==> src/tsb_ram.sv <==
// generic single write, single read ram with registered read data
`default_nettype none
module tsb_ram #(
  parameter int WIDTH = 8,
  parameter int DEPTH = 16
) (
  input  wire logic                     clk,
  input  wire logic                     we,
  input  wire logic [$clog2(DEPTH)-1:0] waddr,
  input  wire logic [WIDTH-1:0]         wdata,
  input  wire logic                     re,
  input  wire logic [$clog2(DEPTH)-1:0] raddr,
  output logic      [WIDTH-1:0]         rdata
);
  logic [WIDTH-1:0] mem [DEPTH];

  always_ff @(posedge clk) begin
    if (we) mem[waddr] <= wdata;
    if (re) rdata <= mem[raddr];
  end
endmodule
`default_nettype wire

==> config.mk <==
export PLATFORM = sky130hd
export DESIGN_NAME = tsb_ram
export DESIGN_NICKNAME = d
export VERILOG_FILES = /design/src/tsb_ram.sv
export SDC_FILE = /design/constraint.sdc
export NUM_CORES = 1
export LEC_CHECK = 0
export CAP_MARGIN = 5
export CELL_PAD_IN_SITES_DETAIL_PLACEMENT = 1
export CELL_PAD_IN_SITES_GLOBAL_PLACEMENT = 1
export CORE_MARGIN = 10
export CORE_UTILIZATION = 55
export DETAILED_ROUTE_END_ITERATION = 16
export DONT_BUFFER_PORTS = 1
export HOLD_SLACK_MARGIN = 0.03
export PLACE_DENSITY = 0.86
export SLEW_MARGIN = 10
export SYNTH_ARGS = -nofsm -noshare
export SYNTH_HDL_FRONTEND = slang
export SYNTH_SLANG_ARGS = --single-unit
export TNS_END_PERCENT = 1
==> constraint.sdc <==
create_clock -name clk -period 5.2 [get_ports clk]
set_clock_uncertainty 0.1 [all_clocks]
set_input_delay 0.26 -clock clk [delete_from_list [all_inputs] [get_ports clk]]
set_output_delay 0.26 -clock clk [all_outputs]
set_load 0.05 [all_outputs]
==> out/results.tsv <==
stage	metric	value	unit
run_status	status	finished, final reports clean	
layout	final_cell_mix	edfxtp_1, mux4_2, a22oi_1, clkbuf_16, mux4_1	
sta	setup_tns	0	ns
power_and_ir_drop	combPwrFrac	0.038	
sta	hold_viol	0	
placement	post-place-cells	351	
detailed_routing	finalWirelength	11330	um
layout	nets	273	
placement	io_buffers	0	
layout	drive_gt1_frac	0.1985	
power_and_ir_drop	sw_frac_of_total	0.2189	
synthesis	ys_ff_latch	136	
layout	seq_area	4084	um^2
detailed_routing	wl_per_cell	28.61	um
clocking	clockRootBuffer	clkbuf_8	
setup_path	cp_data_arrival_time	1.96	ns
setup_path	crit_chain	dlygate4sd3_1, nor3_1, dlygate4sd3_1	
synthesis	synth_seq_area_share	0.7812	
layout	finalNonFillerCells	396	
placement	dp_hpwl	6390	um
setup_path	worst_ep_required_time	5.25	ns
floorplanning	initial_core_util	0.5657	
layout	final_core_util	0.6489	
floorplanning	die_w	117.5	um
power_and_ir_drop	intPower	1.910	mW
floorplanning	die_h	117.5	um
floorplanning	core	9240	um^2
grt	grt_pass1_wl	17250	um
floorplanning	die_area	13800	um^2
clocking	path_clk_slew	0.06	ns
power_and_ir_drop	clkPwrFrac	0.446	
setup_path	worstPathBufferInverterCount	2	
clocking	cts.sinks	136	
synthesis	yosys_warnings	0	
clocking	insertion_delay	0.51	ns
clocking	h-tree-depth	4	
layout	synthToLayoutAreaGrowth	14.70	%
power_and_ir_drop	p_leak	1.933	nW
sta	finalSetupViolCount	0	
setup_path	crit_path_frequent_cell	dlygate4sd3_1	
setup_path	cpPeakStageDelay	0.86	ns
synthesis	synth_cells	229	
clocking	postCtsResizedCells	0	
grt	grt.overflow.total	0	
sta	fmax	522.6	MHz
setup_path	cp_top_family	buffers and inverters	
clocking	cts_tree	yes	
power_and_ir_drop	seqPwrFrac	0.517	
detailed_routing	via_count	2415	
sta	rsz0062_at_grt	false	
detailed_routing	drtIter0Drc	198	
setup_path	path_max_fanout	8	
grt	grt_max_degree	33	
power_and_ir_drop	ir_worst_vdd	0.2716	mV
clocking	cts_buffers	17	
detailed_routing	postRouteAntennaNets	0	
min_path	hold_path_class	in2reg	
power_and_ir_drop	fin_total_pwr	2.445	mW
sta	slew_violations	0	
grt	grt_pass1_vias	2671	
sta	worst_pin_slew	1.054	ns
sta	post-route-period-util	0.3679	
sta	fin_crit	1.913	ns
synthesis	mappedNetlistArea	5228	um^2
sta	slew-limit-headroom	0.2947	
synthesis	ys_types	18	
flow_run	max-cap-violations	0	
synthesis	syn_area_per_cell	22.83	um^2
clocking	clock_path_buffers	2	
power_and_ir_drop	power_density	407.8	nW/um^2
setup_path	start_kind	primary input	
placement	gp_congestion	0.7667	
synthesis	synth.net_count	248	
setup_path	cpMaxStageDelayCell	dlygate4sd3_1	
detailed_routing	dr.pass1.iters	4	
layout	multi_input_area	1057	um^2
layout	final_common_cell	edfxtp_1	
layout	nFillCells	715	
grt	grt_use_total	0.1712	
detailed_routing	drc	0	
grt	antenna_found_initial	0	
floorplanning	fp-row-count	35	
setup_path	end_kind	register	
setup_path	critPathKind	in2reg	
floorplanning	ioPinCount	27	
power_and_ir_drop	p_sw	535.3	uW
detailed_routing	vias_per_cell	6.098	
layout	antenna_cells	0	
## cell families after synthesis
group           share of synthesized area
flops                              0.7812
simple gates                      0.03136
compound gates                    0.02298
mux                                0.1479
buf+inv                           0.01651
## registers in the layout, indices dropped and copies added (netlist names)
| name | count |
|---|---|
| mem | 128 |
| rdata | 8 |
## cells in the mapped netlist
cell             number  area share
a22oi_1              16       0.023
and2_1                1      0.0012
and2b_1               1      0.0014
buf_2                 3      0.0029
buf_4                 1      0.0014
buf_6                 3      0.0065
clkdlybuf4s25_2       3      0.0057
edfxtp_1            136        0.78
mux4_1               14       0.070
mux4_2               18       0.078
nand2_1               9      0.0065
nand2b_1              2      0.0024
nand3_1               1     0.00096
nand3b_1              2      0.0029
nor2_1               13      0.0093
nor2b_1               1      0.0012
nor3_1                4      0.0038
or3b_2                1      0.0017
## metrics by stage
step / cell area (um^2) / hold WS [ns] / worst slack, ns
6_report: 5996 / 0.07952 / 3.287
5_1_grt: 5996 / 0.07433 / 3.247
4_1_cts: 5996 / 0.04301 / 3.369
3_5_place_dp: 5325 / 0.2600 / 3.048
3_3_place_gp: 5325 / 0.2601 / 3.109
2_1_floorplan: 5228 / 0.2589 / 3.347
## power by group through the flow
stage,Clock (mW),Combinational [mW],Sequential (mW)
3_5_place_dp,0,0.0668,1.29
6_report,1.09,0.0920,1.26
4_1_cts,1.10,0.0916,1.26
2_1_floorplan,0,0.0623,1.28
5_1_grt,1.16,0.0994,1.27
3_3_place_gp,0,0.0642,1.28
## path summary, 6_finish.rpt
kind,start,slack [ns],cells after the start,endpoint
worst min register to register,mem[3][2]$_DFFE_PP_,0.69,3,rdata[2]$_DFFE_PP_
worst max register to register,mem[9][4]$_DFFE_PP_,3.46,3,rdata[4]$_DFFE_PP_
worst min-delay path,raddr[1],0.08,3,rdata[3]$_DFFE_PP_
worst max-delay path,waddr[0],3.29,3,mem[0][2]$_DFFE_PP_
## what timing repair did
item | 4_1_cts | 5_1_grt
hold endpoints to repair | 169 | 0
setup buffers | 0 | 0
hold buffers | 13 | 0
## layout make-up
cell class,count,share of cell area
timing repair buffer,16,0.02546
sequential,136,0.6811
clock buffer,17,0.06907
tap,129,0.02692
clock inverter,15,0.02108
multi-input combinational,83,0.1763
## worst min-delay path, stage by stage
cell,delay [ns]
mux4_1,0.14
a22oi_1,0.08
nand2_1,0.07
## per-layer routing
layer,vias up,part of all wire,routed length (um),GRT usage
met5,-,0,0,0
met4,0,0.014,160,0.06569
met3,12,0.074,837,0.04077
met2,119,0.51,5812,0.2815
met1,1254,0.40,4520,0.2153
li1,1030,-,-,-
No activity file was read; power rests on OpenSTA's default activity.
