**src/tsb_pkg.sv**
```systemverilog
// shared types, constants and helpers of the terminal screen buffer
`default_nettype none
package tsb_pkg;

  localparam int MAX_COLS_DEF = 128;
  localparam int MAX_ROWS_DEF = 64;

  localparam int NUM_W     = 12;
  localparam int CELL_W    = 38;
  localparam int IN_DATA_W = 80;
  localparam int OUT_DATA_W = 72;
  localparam int CFG_IDX_W = 2;
  localparam int CFG_DAT_W = 16;

  localparam logic [7:0]  RST_COLS = 8'd80;
  localparam logic [6:0]  RST_ROWS = 7'd25;
  localparam logic [15:0] RST_ATTR = 16'd7;
  localparam logic [20:0] BLANK_CHAR = 21'h20;

  localparam logic [CFG_IDX_W-1:0] CFG_COLS = 2'd0;
  localparam logic [CFG_IDX_W-1:0] CFG_ROWS = 2'd1;
  localparam logic [CFG_IDX_W-1:0] CFG_ATTR = 2'd2;

  localparam logic [4:0] OP_PUT     = 5'd0;
  localparam logic [4:0] OP_SETCUR  = 5'd1;
  localparam logic [4:0] OP_MOVECUR = 5'd2;
  localparam logic [4:0] OP_SAVE    = 5'd3;
  localparam logic [4:0] OP_RESTORE = 5'd4;
  localparam logic [4:0] OP_ED      = 5'd5;
  localparam logic [4:0] OP_EL      = 5'd6;
  localparam logic [4:0] OP_REGION  = 5'd7;
  localparam logic [4:0] OP_SCROLL  = 5'd8;
  localparam logic [4:0] OP_INSL    = 5'd9;
  localparam logic [4:0] OP_DELL    = 5'd10;
  localparam logic [4:0] OP_INSC    = 5'd11;
  localparam logic [4:0] OP_DELC    = 5'd12;
  localparam logic [4:0] OP_CLEAN   = 5'd13;
  localparam logic [4:0] OP_DIRTY   = 5'd14;
  localparam logic [4:0] OP_SETATTR = 5'd15;
  localparam logic [4:0] OP_READ    = 5'd16;

  typedef logic signed [NUM_W-1:0] num_t;

  typedef struct packed {
    logic        cp_en;
    logic        rdir;
    logic        cdir;
    logic        blk_en;
    logic        dirty_en;
    num_t        rs;
    num_t        re;
    num_t        roff;
    num_t        cs;
    num_t        ce;
    num_t        coff;
    num_t        bs;
    num_t        be;
    num_t        xs;
    num_t        xe;
    num_t        d_lo;
    num_t        d_hi;
  } plan_t;

  typedef struct packed {
    logic [5:0]  scroll_bottom_row;
    logic [5:0]  scroll_top_row;
    logic        repaint_req;
    logic        wrap_pending;
    logic [5:0]  cursor_row;
    logic [6:0]  cursor_col;
    logic        row_dirty;
    logic        cell_valid;
    logic        cell_wide_trail;
    logic [15:0] cell_attributes;
    logic [20:0] cell_codepoint;
  } res_t;

  function automatic num_t clampn(num_t v, num_t hi);
    if (v < 0) return '0;
    if (v > hi) return hi;
    return v;
  endfunction

endpackage
`default_nettype wire

```
**src/tsb_engine.sv**
```systemverilog
// command sequencer: cursor state, dirty marks and cell walks over the cell ram
`default_nettype none
module tsb_engine import tsb_pkg::*; #(
  parameter int MAX_COLS = MAX_COLS_DEF,
  parameter int MAX_ROWS = MAX_ROWS_DEF,
  localparam int AW = $clog2(MAX_COLS * MAX_ROWS)
) (
  input  wire logic                 clk,
  input  wire logic                 rst_n,
  input  wire logic                 in_tvalid,
  output logic                      in_tready,
  input  wire logic [IN_DATA_W-1:0] in_tdata,
  input  wire logic                 cfg_we,
  input  wire logic [CFG_IDX_W-1:0] cfg_index,
  input  wire logic [CFG_DAT_W-1:0] cfg_wdata,
  output logic                      rsp_valid,
  input  wire logic                 rsp_ready,
  output res_t                      rsp,
  output logic                      ram_we,
  output logic [AW-1:0]             ram_waddr,
  output logic [CELL_W-1:0]         ram_wdata,
  output logic                      ram_re,
  output logic [AW-1:0]             ram_raddr,
  input  wire logic [CELL_W-1:0]    ram_rdata
);
  localparam int CIW = $clog2(MAX_COLS);
  localparam int RIW = $clog2(MAX_ROWS);
  localparam int DEPTH = MAX_COLS * MAX_ROWS;

  typedef enum logic [7:0] {
    S_CLR  = 8'b0000_0001,
    S_IDLE = 8'b0000_0010,
    S_PLAN = 8'b0000_0100,
    S_CRD  = 8'b0000_1000,
    S_CWR  = 8'b0001_0000,
    S_BLK  = 8'b0010_0000,
    S_FIN  = 8'b0100_0000,
    S_RSP  = 8'b1000_0000
  } state_t;

  state_t state_r, state_nxt;

  logic [7:0]  cols_r;
  logic [6:0]  rows_r;
  logic [15:0] dattr_r;
  logic [CIW-1:0] cur_col_r, saved_col_r;
  logic [RIW-1:0] cur_row_r, saved_row_r, rtop_r, rbot_r;
  logic wrap_r, repaint_r;
  logic [15:0] cur_attr_r, saved_attr_r;
  logic [MAX_ROWS-1:0] dirty_r;
  logic [AW-1:0] clr_r;

  logic [4:0]        op_r;
  logic signed [8:0] ca_r, ra_r, ba_r, cnt_r;
  logic [20:0]       cp_r;
  logic [15:0]       av_r;
  logic              cvalid_r;

  plan_t plan_r, plan_c;
  num_t wy_r, wx_r;
  num_t w_now, h_now, ccol, crow, cnt, ra, row_end, cnt_c;
  logic put_scroll;

  function automatic num_t w_of(logic [7:0] c);
    if (c == '0) return num_t'(1);
    if (num_t'(c) > num_t'(MAX_COLS)) return num_t'(MAX_COLS);
    return num_t'(c);
  endfunction

  function automatic num_t h_of(logic [6:0] r);
    if (r == '0) return num_t'(1);
    if (num_t'(r) > num_t'(MAX_ROWS)) return num_t'(MAX_ROWS);
    return num_t'(r);
  endfunction

  function automatic logic [AW-1:0] addr_of(num_t r, num_t c);
    return AW'(AW'(r[RIW-1:0]) * AW'(MAX_COLS)) + AW'(c[CIW-1:0]);
  endfunction

  function automatic plan_t scroll_plan(num_t top, num_t bot, num_t lines, num_t w);
    plan_t p;
    num_t rh;
    num_t l;
    p = '0;
    rh = bot - top + num_t'(1);
    l = lines;
    if (l != '0) begin
      if (l > rh) l = rh;
      if (l < -rh) l = -rh;
      p.dirty_en = 1'b1;
      p.d_lo = top;
      p.d_hi = bot;
      p.cs = '0;
      p.ce = num_t'(MAX_COLS - 1);
      p.blk_en = 1'b1;
      p.xs = '0;
      p.xe = w - num_t'(1);
      p.roff = l;
      if (l > 0) begin
        p.rs = top;
        p.re = bot - l;
        p.cp_en = (top <= bot - l);
        p.bs = bot - l + num_t'(1);
        p.be = bot;
      end else begin
        p.rdir = 1'b1;
        p.rs = bot;
        p.re = top - l;
        p.cp_en = (bot >= top - l);
        p.bs = top;
        p.be = top - l - num_t'(1);
      end
    end
    return p;
  endfunction

  assign w_now = w_of(cols_r);
  assign h_now = h_of(rows_r);
  assign ccol  = num_t'(cur_col_r);
  assign crow  = num_t'(cur_row_r);
  assign cnt   = num_t'(cnt_r);
  assign ra    = num_t'(ra_r);
  assign put_scroll = (op_r == OP_PUT) && wrap_r && (crow + num_t'(1) > num_t'(rbot_r));
  assign cnt_c = (cnt > w_now - ccol) ? (w_now - ccol) : cnt;
  assign row_end = (wy_r == plan_r.be) ? plan_r.xe : (w_now - num_t'(1));

  always_comb begin
    plan_c = '0;
    unique case (op_r)
      OP_PUT:
        if (put_scroll) plan_c = scroll_plan(num_t'(rtop_r), num_t'(rbot_r), num_t'(1), w_now);
      OP_SCROLL: plan_c = scroll_plan(num_t'(rtop_r), num_t'(rbot_r), cnt, w_now);
      OP_INSL, OP_DELL:
        if (cnt > 0 && cur_row_r >= rtop_r && cur_row_r <= rbot_r)
          plan_c = scroll_plan(crow, num_t'(rbot_r), (op_r == OP_INSL) ? -cnt : cnt, w_now);
      OP_ED: begin
        plan_c.xe = w_now - num_t'(1);
        plan_c.be = h_now - num_t'(1);
        plan_c.d_hi = h_now - num_t'(1);
        if (cnt == 0) begin
          plan_c.blk_en = 1'b1;
          plan_c.dirty_en = 1'b1;
          plan_c.bs = crow;
          plan_c.xs = ccol;
          plan_c.d_lo = crow;
        end else if (cnt == 1) begin
          plan_c.blk_en = 1'b1;
          plan_c.dirty_en = 1'b1;
          plan_c.be = crow;
          plan_c.xe = ccol;
          plan_c.d_hi = crow;
        end else if (cnt == 2 || cnt == 3) begin
          plan_c.blk_en = 1'b1;
          plan_c.dirty_en = 1'b1;
        end
      end
      OP_EL: begin
        plan_c.dirty_en = 1'b1;
        plan_c.d_lo = crow;
        plan_c.d_hi = crow;
        plan_c.bs = crow;
        plan_c.be = crow;
        plan_c.xe = w_now - num_t'(1);
        plan_c.blk_en = (cnt == 0) || (cnt == 1) || (cnt == 2);
        if (cnt == 0) plan_c.xs = ccol;
        if (cnt == 1) plan_c.xe = ccol;
      end
      OP_INSC, OP_DELC:
        if (cnt > 0) begin
          plan_c.dirty_en = 1'b1;
          plan_c.d_lo = crow;
          plan_c.d_hi = crow;
          plan_c.rs = crow;
          plan_c.re = crow;
          plan_c.blk_en = 1'b1;
          plan_c.bs = crow;
          plan_c.be = crow;
          plan_c.cp_en = (w_now - ccol - cnt_c) > 0;
          if (op_r == OP_INSC) begin
            plan_c.cdir = 1'b1;
            plan_c.cs = w_now - num_t'(1);
            plan_c.ce = ccol + cnt_c;
            plan_c.coff = -cnt_c;
            plan_c.xs = ccol;
            plan_c.xe = ccol + cnt_c - num_t'(1);
          end else begin
            plan_c.cs = ccol;
            plan_c.ce = w_now - cnt_c - num_t'(1);
            plan_c.coff = cnt_c;
            plan_c.xs = w_now - cnt_c;
            plan_c.xe = w_now - num_t'(1);
          end
        end
      default: plan_c = '0;
    endcase
  end

  always_comb begin
    state_nxt = state_r;
    unique case (state_r)
      S_CLR:  if (clr_r == AW'(DEPTH - 1)) state_nxt = S_IDLE;
      S_IDLE: if (in_tvalid) state_nxt = S_PLAN;
      S_PLAN: begin
        if (plan_c.cp_en) state_nxt = S_CRD;
        else if (plan_c.blk_en) state_nxt = S_BLK;
        else state_nxt = S_FIN;
      end
      S_CRD:  state_nxt = S_CWR;
      S_CWR: begin
        if (wx_r == plan_r.ce && wy_r == plan_r.re)
          state_nxt = plan_r.blk_en ? S_BLK : S_FIN;
        else
          state_nxt = S_CRD;
      end
      S_BLK:  if (wx_r == row_end && wy_r == plan_r.be) state_nxt = S_FIN;
      S_FIN:  state_nxt = S_RSP;
      S_RSP:  if (rsp_ready) state_nxt = S_IDLE;
      default: state_nxt = S_CLR;
    endcase
  end

  always_comb begin
    ram_we = 1'b0;
    ram_re = 1'b0;
    ram_waddr = addr_of(wy_r, wx_r);
    ram_raddr = addr_of(wy_r + plan_r.roff, wx_r + plan_r.coff);
    ram_wdata = {1'b0, dattr_r, BLANK_CHAR};
    unique case (state_r)
      S_CLR: begin
        ram_we = 1'b1;
        ram_waddr = clr_r;
        ram_wdata = {1'b0, RST_ATTR, BLANK_CHAR};
      end
      S_CRD: ram_re = 1'b1;
      S_CWR: begin
        ram_we = 1'b1;
        ram_wdata = ram_rdata;
      end
      S_BLK: ram_we = 1'b1;
      S_FIN: begin
        ram_waddr = addr_of(crow, ccol);
        ram_wdata = {1'b0, cur_attr_r, cp_r};
        ram_we = (op_r == OP_PUT) && (ccol < w_now);
        ram_raddr = addr_of(ra, num_t'(ca_r));
        ram_re = (op_r == OP_READ);
      end
      default: ;
    endcase
  end

  always_ff @(posedge clk) begin
    if (!rst_n) begin
      state_r <= S_CLR;
      clr_r <= '0;
      cols_r <= RST_COLS;
      rows_r <= RST_ROWS;
      dattr_r <= RST_ATTR;
      cur_col_r <= '0;
      cur_row_r <= '0;
      wrap_r <= 1'b0;
      saved_col_r <= '0;
      saved_row_r <= '0;
      saved_attr_r <= '0;
      cur_attr_r <= RST_ATTR;
      rtop_r <= '0;
      rbot_r <= RIW'(h_of(RST_ROWS) - num_t'(1));
      dirty_r <= '0;
      repaint_r <= 1'b1;
      cvalid_r <= 1'b0;
    end else begin
      state_r <= state_nxt;
      unique case (state_r)
        S_CLR: clr_r <= clr_r + AW'(1);
        S_IDLE:
          if (in_tvalid) begin
            op_r  <= in_tdata[4:0];
            ca_r  <= in_tdata[13:5];
            ra_r  <= in_tdata[22:14];
            ba_r  <= in_tdata[31:23];
            cnt_r <= in_tdata[40:32];
            cp_r  <= in_tdata[61:41];
            av_r  <= in_tdata[77:62];
          end
        S_PLAN: begin
          plan_r <= plan_c;
          if (plan_c.cp_en) begin
            wy_r <= plan_c.rs;
            wx_r <= plan_c.cs;
          end else begin
            wy_r <= plan_c.bs;
            wx_r <= plan_c.xs;
          end
          if (op_r == OP_PUT && wrap_r) begin
            wrap_r <= 1'b0;
            cur_col_r <= '0;
            cur_row_r <= put_scroll ? rbot_r : RIW'(crow + num_t'(1));
          end
        end
        S_CWR: begin
          if (wx_r == plan_r.ce) begin
            if (wy_r == plan_r.re) begin
              wy_r <= plan_r.bs;
              wx_r <= plan_r.xs;
            end else begin
              wy_r <= plan_r.rdir ? wy_r - num_t'(1) : wy_r + num_t'(1);
              wx_r <= plan_r.cs;
            end
          end else begin
            wx_r <= plan_r.cdir ? wx_r - num_t'(1) : wx_r + num_t'(1);
          end
        end
        S_BLK: begin
          if (wx_r == row_end) begin
            wy_r <= wy_r + num_t'(1);
            wx_r <= '0;
          end else begin
            wx_r <= wx_r + num_t'(1);
          end
        end
        S_FIN: begin
          for (int y = 0; y < MAX_ROWS; y++) begin
            if (plan_r.dirty_en && num_t'(y) >= plan_r.d_lo && num_t'(y) <= plan_r.d_hi)
              dirty_r[y] <= 1'b1;
            if ((op_r == OP_CLEAN || op_r == OP_DIRTY) && num_t'(y) < h_now)
              dirty_r[y] <= (op_r == OP_DIRTY);
            if (op_r == OP_PUT && y == int'(cur_row_r))
              dirty_r[y] <= 1'b1;
          end
          cvalid_r <= (op_r == OP_READ) && (ca_r >= 0) && (num_t'(ca_r) < w_now) &&
                      (ra_r >= 0) && (ra < h_now);
          unique case (op_r)
            OP_PUT: begin
              if (ccol + num_t'(1) >= w_now) begin
                cur_col_r <= CIW'(w_now - num_t'(1));
                wrap_r <= 1'b1;
              end else begin
                cur_col_r <= cur_col_r + CIW'(1);
              end
            end
            OP_SETCUR: begin
              cur_col_r <= CIW'(clampn(num_t'(ca_r), w_now - num_t'(1)));
              cur_row_r <= RIW'(clampn(ra, h_now - num_t'(1)));
              wrap_r <= 1'b0;
            end
            OP_MOVECUR: begin
              cur_col_r <= CIW'(clampn(ccol + num_t'(ca_r), w_now - num_t'(1)));
              cur_row_r <= RIW'(clampn(crow + ra, h_now - num_t'(1)));
              wrap_r <= 1'b0;
            end
            OP_SAVE: begin
              saved_col_r <= cur_col_r;
              saved_row_r <= cur_row_r;
              saved_attr_r <= cur_attr_r;
            end
            OP_RESTORE: begin
              cur_col_r <= CIW'(clampn(num_t'(saved_col_r), w_now - num_t'(1)));
              cur_row_r <= RIW'(clampn(num_t'(saved_row_r), h_now - num_t'(1)));
              wrap_r <= 1'b0;
              cur_attr_r <= saved_attr_r;
            end
            OP_ED: begin
              wrap_r <= 1'b0;
              if (cnt == 2 || cnt == 3) repaint_r <= 1'b1;
            end
            OP_EL: wrap_r <= 1'b0;
            OP_REGION:
              if (clampn(ra, h_now - num_t'(1)) < clampn(num_t'(ba_r), h_now - num_t'(1))) begin
                rtop_r <= RIW'(clampn(ra, h_now - num_t'(1)));
                rbot_r <= RIW'(clampn(num_t'(ba_r), h_now - num_t'(1)));
                cur_col_r <= '0;
                cur_row_r <= '0;
                wrap_r <= 1'b0;
              end
            OP_INSL, OP_DELL:
              if (cnt > 0 && cur_row_r >= rtop_r && cur_row_r <= rbot_r) begin
                cur_col_r <= '0;
                wrap_r <= 1'b0;
              end
            OP_INSC, OP_DELC: if (cnt > 0) wrap_r <= 1'b0;
            OP_CLEAN: repaint_r <= 1'b0;
            OP_DIRTY: repaint_r <= 1'b1;
            OP_SETATTR: cur_attr_r <= av_r;
            default: ;
          endcase
        end
        default: ;
      endcase
      if (cfg_we) begin
        unique case (cfg_index)
          CFG_COLS: begin
            cols_r <= cfg_wdata[7:0];
            cur_col_r <= CIW'(clampn(ccol, w_of(cfg_wdata[7:0]) - num_t'(1)));
            wrap_r <= 1'b0;
          end
          CFG_ROWS: begin
            rows_r <= cfg_wdata[6:0];
            cur_row_r <= RIW'(clampn(crow, h_of(cfg_wdata[6:0]) - num_t'(1)));
            wrap_r <= 1'b0;
            rtop_r <= '0;
            rbot_r <= RIW'(h_of(cfg_wdata[6:0]) - num_t'(1));
          end
          CFG_ATTR: dattr_r <= cfg_wdata;
          default: ;
        endcase
      end
    end
  end

  assign in_tready = (state_r == S_IDLE);
  assign rsp_valid = (state_r == S_RSP);

  always_comb begin
    rsp = '0;
    if (cvalid_r) begin
      rsp.cell_codepoint = ram_rdata[20:0];
      rsp.cell_attributes = ram_rdata[36:21];
      rsp.cell_wide_trail = ram_rdata[37];
    end
    rsp.cell_valid = cvalid_r;
    rsp.row_dirty = (ra_r >= 0) && (ra < h_now) && dirty_r[ra_r[RIW-1:0]];
    rsp.cursor_col = 7'(cur_col_r);
    rsp.cursor_row = 6'(cur_row_r);
    rsp.wrap_pending = wrap_r;
    rsp.repaint_req = repaint_r;
    rsp.scroll_top_row = 6'(rtop_r);
    rsp.scroll_bottom_row = 6'(rbot_r);
  end

  a_col_in_screen: assert property (@(posedge clk) disable iff (!rst_n)
    state_r == S_IDLE |-> ccol < w_now) else $error("cursor column beyond width");
  a_region_order: assert property (@(posedge clk) disable iff (!rst_n)
    rtop_r <= rbot_r && num_t'(rbot_r) < h_now) else $error("scroll region out of order");
  a_one_port_use: assert property (@(posedge clk) disable iff (!rst_n)
    !(ram_we && ram_re)) else $error("read and write in one cycle");

endmodule
`default_nettype wire

```
**config.mk**
```make
export PLATFORM = sky130hd
export DESIGN_NAME = tsb_engine
export DESIGN_NICKNAME = d
export VERILOG_FILES = /design/src/tsb_pkg.sv /design/src/tsb_engine.sv
export SDC_FILE = /design/constraint.sdc
export NUM_CORES = 2
export LEC_CHECK = 0
export ABC_CLOCK_PERIOD_IN_PS = 14150
export BUFFER_PORTS_ARGS = -buffer_cell sky130_fd_sc_hd__buf_2
export CAP_MARGIN = 25
export CORE_UTILIZATION = 50
export CTS_CLUSTER_DIAMETER = 100
export CTS_CLUSTER_SIZE = 40
export DETAILED_ROUTE_END_ITERATION = 8
export PLACE_DENSITY_LB_ADDON = 0.15
export SYNTH_ARGS = -nofsm -noshare
export SYNTH_HDL_FRONTEND = slang
export SYNTH_SLANG_ARGS = --single-unit
```
**constraint.sdc**
```tcl
create_clock -name clk -period 14.15 [get_ports clk]
set_input_delay 1.415 -clock clk [delete_from_list [all_inputs] [get_ports clk]]
set_output_delay 1.415 -clock clk [all_outputs]
set_load 0.02 [all_outputs]
```
==> impl_metrics.tcl <==
set metrics [dict create \
    status "complete, no violations" \
    worst_setup_path_end_kind "flop" \
    vias 39800 \
    num_rows 103 \
    fin_area_mm2 0.0436 \
    ys.warnings.count 0 \
    gp_congestion 1.00 \
    maxCapViolCount 0 \
    initial_utilization 0.506 \
    post_cts_buffers 0 \
    grt_pass1_wl_um 233000 \
    nFillCells 7587 \
    p_sw_mw 1.68 \
    clkLatencyLatePin_ps 660 \
    hold_class "flop to flop" \
    overflow 0 \
    gr-usage-all-layers 0.375 \
    yosysSeqAreaShare 0.260 \
    p_seq_frac 0.318 \
    routed_wl_um 159000 \
    synth_edf_count 220 \
    clkTransAtPathRegs_ps 130 \
    final_common_cell "nand2_1" \
    pwr-share-comb 0.432 \
    hold_viol_final 0 \
    dieHeight_um 285 \
    die_area_mm2 0.0812 \
    cp_max_fo 31 \
    synthToLayoutAreaGrowth_pct 9.06 \
    final.setup.tns_ps 0 \
    placedInstanceArea_mm2 0.0424 \
    critical-path-slowest-cell "o31ai_4" \
    startpoint "rbot_r[0]$_SDFF_PN0_" \
    synth.avg_cell_area_um2 8.12 \
    r2r-start "rbot_r[0]$_SDFF_PN0_" \
    firstDrtPassIters 8 \
    first_iter_violations 4880 \
    io_pins 276 \
    synthArstFlopShare 0 \
    p_clk_frac 0.250 \
    fin_crit_ps 11870 \
    cp_data_arrival_time_ps 12250 \
    die_w_um 285 \
    cts_sinks 409 \
    drv_slew 0 \
    nets 5660 \
    timing_worst_setup_path_type "flop to flop" \
    final_cell_mix "nand2_1 (485), nor2_1 (459), a21oi_1 (405)" \
    fin_skew_ps 70.1 \
    root_buffer "clkbuf_16" \
    period_share 0.839 \
    max_slew_margin 0.205 \
    clockBufferDepth 3 \
    grt_pass1_vias 36800 \
    ir_worst_vdd_mv 0.112 \
    ys.flop_type "edfxtp_1" \
    synthesis.area_mm2 0.0400 \
    netlist_instances 4931 \
    numCtsBuffers 26 \
    antenna_left 0 \
    worst_pin_slew_ps 1180 \
    grt_max_degree 63 \
    crit_top_cell "ha_1" \
    setup_viol 0 \
    crit_path_start_kind "flop" \
    antenna_found_initial 9 \
    crit_required_ps 14530 \
    internal_power_mw 2.28 \
    rsz0062_at_grt "false" \
    p_leak_nw 18.0 \
    core_area_mm2 0.0791 \
    hold_start "saved_attr_r[2]$_SDFFE_PN0P_" \
    drc 0 \
    holdBufCountCts 0 \
    synth_seq_cells 409 \
    power.density_mw_per_mm2 90.9 \
    cts_resized 0 \
    r2r_slack_ps 2280 \
    power.share.switching 0.425 \
    drive_above_1_share 0.109 \
    hpwl_um 121000 \
    viasPerCell 6.45 \
    yosys.cell_types.count 121 \
    htree_levels 1 \
    cp_slowest_stage_delay_ps 810 \
    avgRoutedWirePerCell_um 25.7 \
    io_buffers 273 \
    cts_tree "built" \
    fmax_ghz 0.0842 \
]
-- final timing paths --
check                           depth (start not counted)                            to
worst min register to register                          2  saved_attr_r[2]$_SDFFE_PN0P_
worst max register to register                         42             wy_r[9]$_DFFE_PP_
worst min-delay path                                    2  saved_attr_r[2]$_SDFFE_PN0P_
worst max-delay path                                   42             wy_r[9]$_DFFE_PP_
-- per-layer routing --
layer | global-route usage | routed length (µm) | part of all wire
met5 | 0 | 73 | 0.00046
met4 | 0.144 | 6960 | 0.044
met3 | 0.0921 | 18500 | 0.12
met2 | 0.585 | 68500 | 0.43
met1 | 0.500 | 64500 | 0.41
-- state kept, by name, indices dropped and copies added, names as in the netlist, 12 cells and up --
signal,cells
wy_r,12
wx_r,12
cur_attr_r,16
av_r,16
cp_r,21
dirty_r,64
plan_r,118
clr_r,13
saved_attr_r,16
dattr_r,16
-- critical path: cells and delay by family (launching register included) --
family | cells | cell delay (ps)
flip-flops | 1 | 480
buffers and inverters | 4 | 1300
adder cells (fa/ha/maj) | 6 | 1910
multiplexers | 1 | 400
XOR/XNOR | 3 | 1370
AO/OA/AOI/OAI | 19 | 4520
AND/OR/NAND/NOR | 9 | 1590
-- through the flow --
step / std cells / util / total power, mW / hold slack [ps] / worst slack (ps)
final: 6171 / 0.552 / 3.97 / 462 / 2280
after global routing: 6169 / 0.552 / 4.15 / 485 / 1830
after CTS: 6164 / 0.551 / 3.93 / 458 / 2540
after detailed placement: 6116 / 0.536 / 2.95 / 449 / 2660
after global placement: 6114 / 0.536 / 2.93 / 441 / 2760
after floorplan: 4953 / - / 2.50 / 431 / 4250
-- area by class of cell --
cell class / count / area, µm² / area share
multi-input combinational: 4027 / 27700 / 0.634
sequential: 409 / 10400 / 0.238
timing repair buffer: 374 / 2160 / 0.0496
tap: 1050 / 1310 / 0.0301
inverter: 261 / 983 / 0.0225
clock buffer: 27 / 654 / 0.0150
clock inverter: 21 / 475 / 0.0109
antenna: 2 / 5.00 / 0.000115
-- Yosys cell counts, types with 20 or more instances --
cell	count	area, µm²
a211oi_1	32	240
a21o_1	68	510
a21oi_1	406	2030
a221o_1	20	200
a221oi_1	26	228
a222oi_1	24	240
a22o_1	35	307
a22oi_1	32	240
a31oi_1	40	250
and2_1	62	388
and3_1	42	263
buf_6	20	225
clkbuf_1	213	800
dfxtp_1	189	3780
edfxtp_1	220	6610
fa_1	24	480
ha_1	396	4950
inv_1	253	950
mux2_2	27	304
mux2i_1	105	1050
mux4_2	21	473
nand2_1	485	1820
nand2b_1	61	382
nand3_1	117	586
nand4_1	46	288
nor2_1	461	1730
nor2b_1	76	475
nor3_1	114	571
nor4_1	30	188
o211ai_1	49	368
o21a_1	86	646
o21ai_0	365	1830
o21bai_1	25	188
o221ai_1	54	473
o22ai_1	43	269
or2_2	28	175
or3_1	30	188
xnor2_1	195	1710
xor2_1	122	1070
-- power by group through the flow --
stage	clock network, mW	logic (mW)	registers [mW]
2_1_floorplan	0	1.21	1.29
3_3_place_gp	0	1.65	1.29
3_5_place_dp	0	1.66	1.29
4_1_cts	0.999	1.67	1.26
5_1_grt	1.04	1.85	1.26
6_report	0.992	1.72	1.26
-- kinds of logic (layout without fill, tap and decap cells) --
family | Yosys count | count (layout) | synth area share
flip-flops | 409 | 409 | 0.260
multiplexers | 156 | 156 | 0.0469
other | 2 | 26 | 0.000188
XOR/XNOR | 322 | 322 | 0.0719
adder cells (fa/ha/maj) | 422 | 422 | 0.136
buffers and inverters | 517 | 683 | 0.0533
AO/OA/AOI/OAI | 1480 | 1480 | 0.241
AND/OR/NAND/NOR | 1623 | 1623 | 0.191
Note: power is estimated with default switching activity, not from simulation.
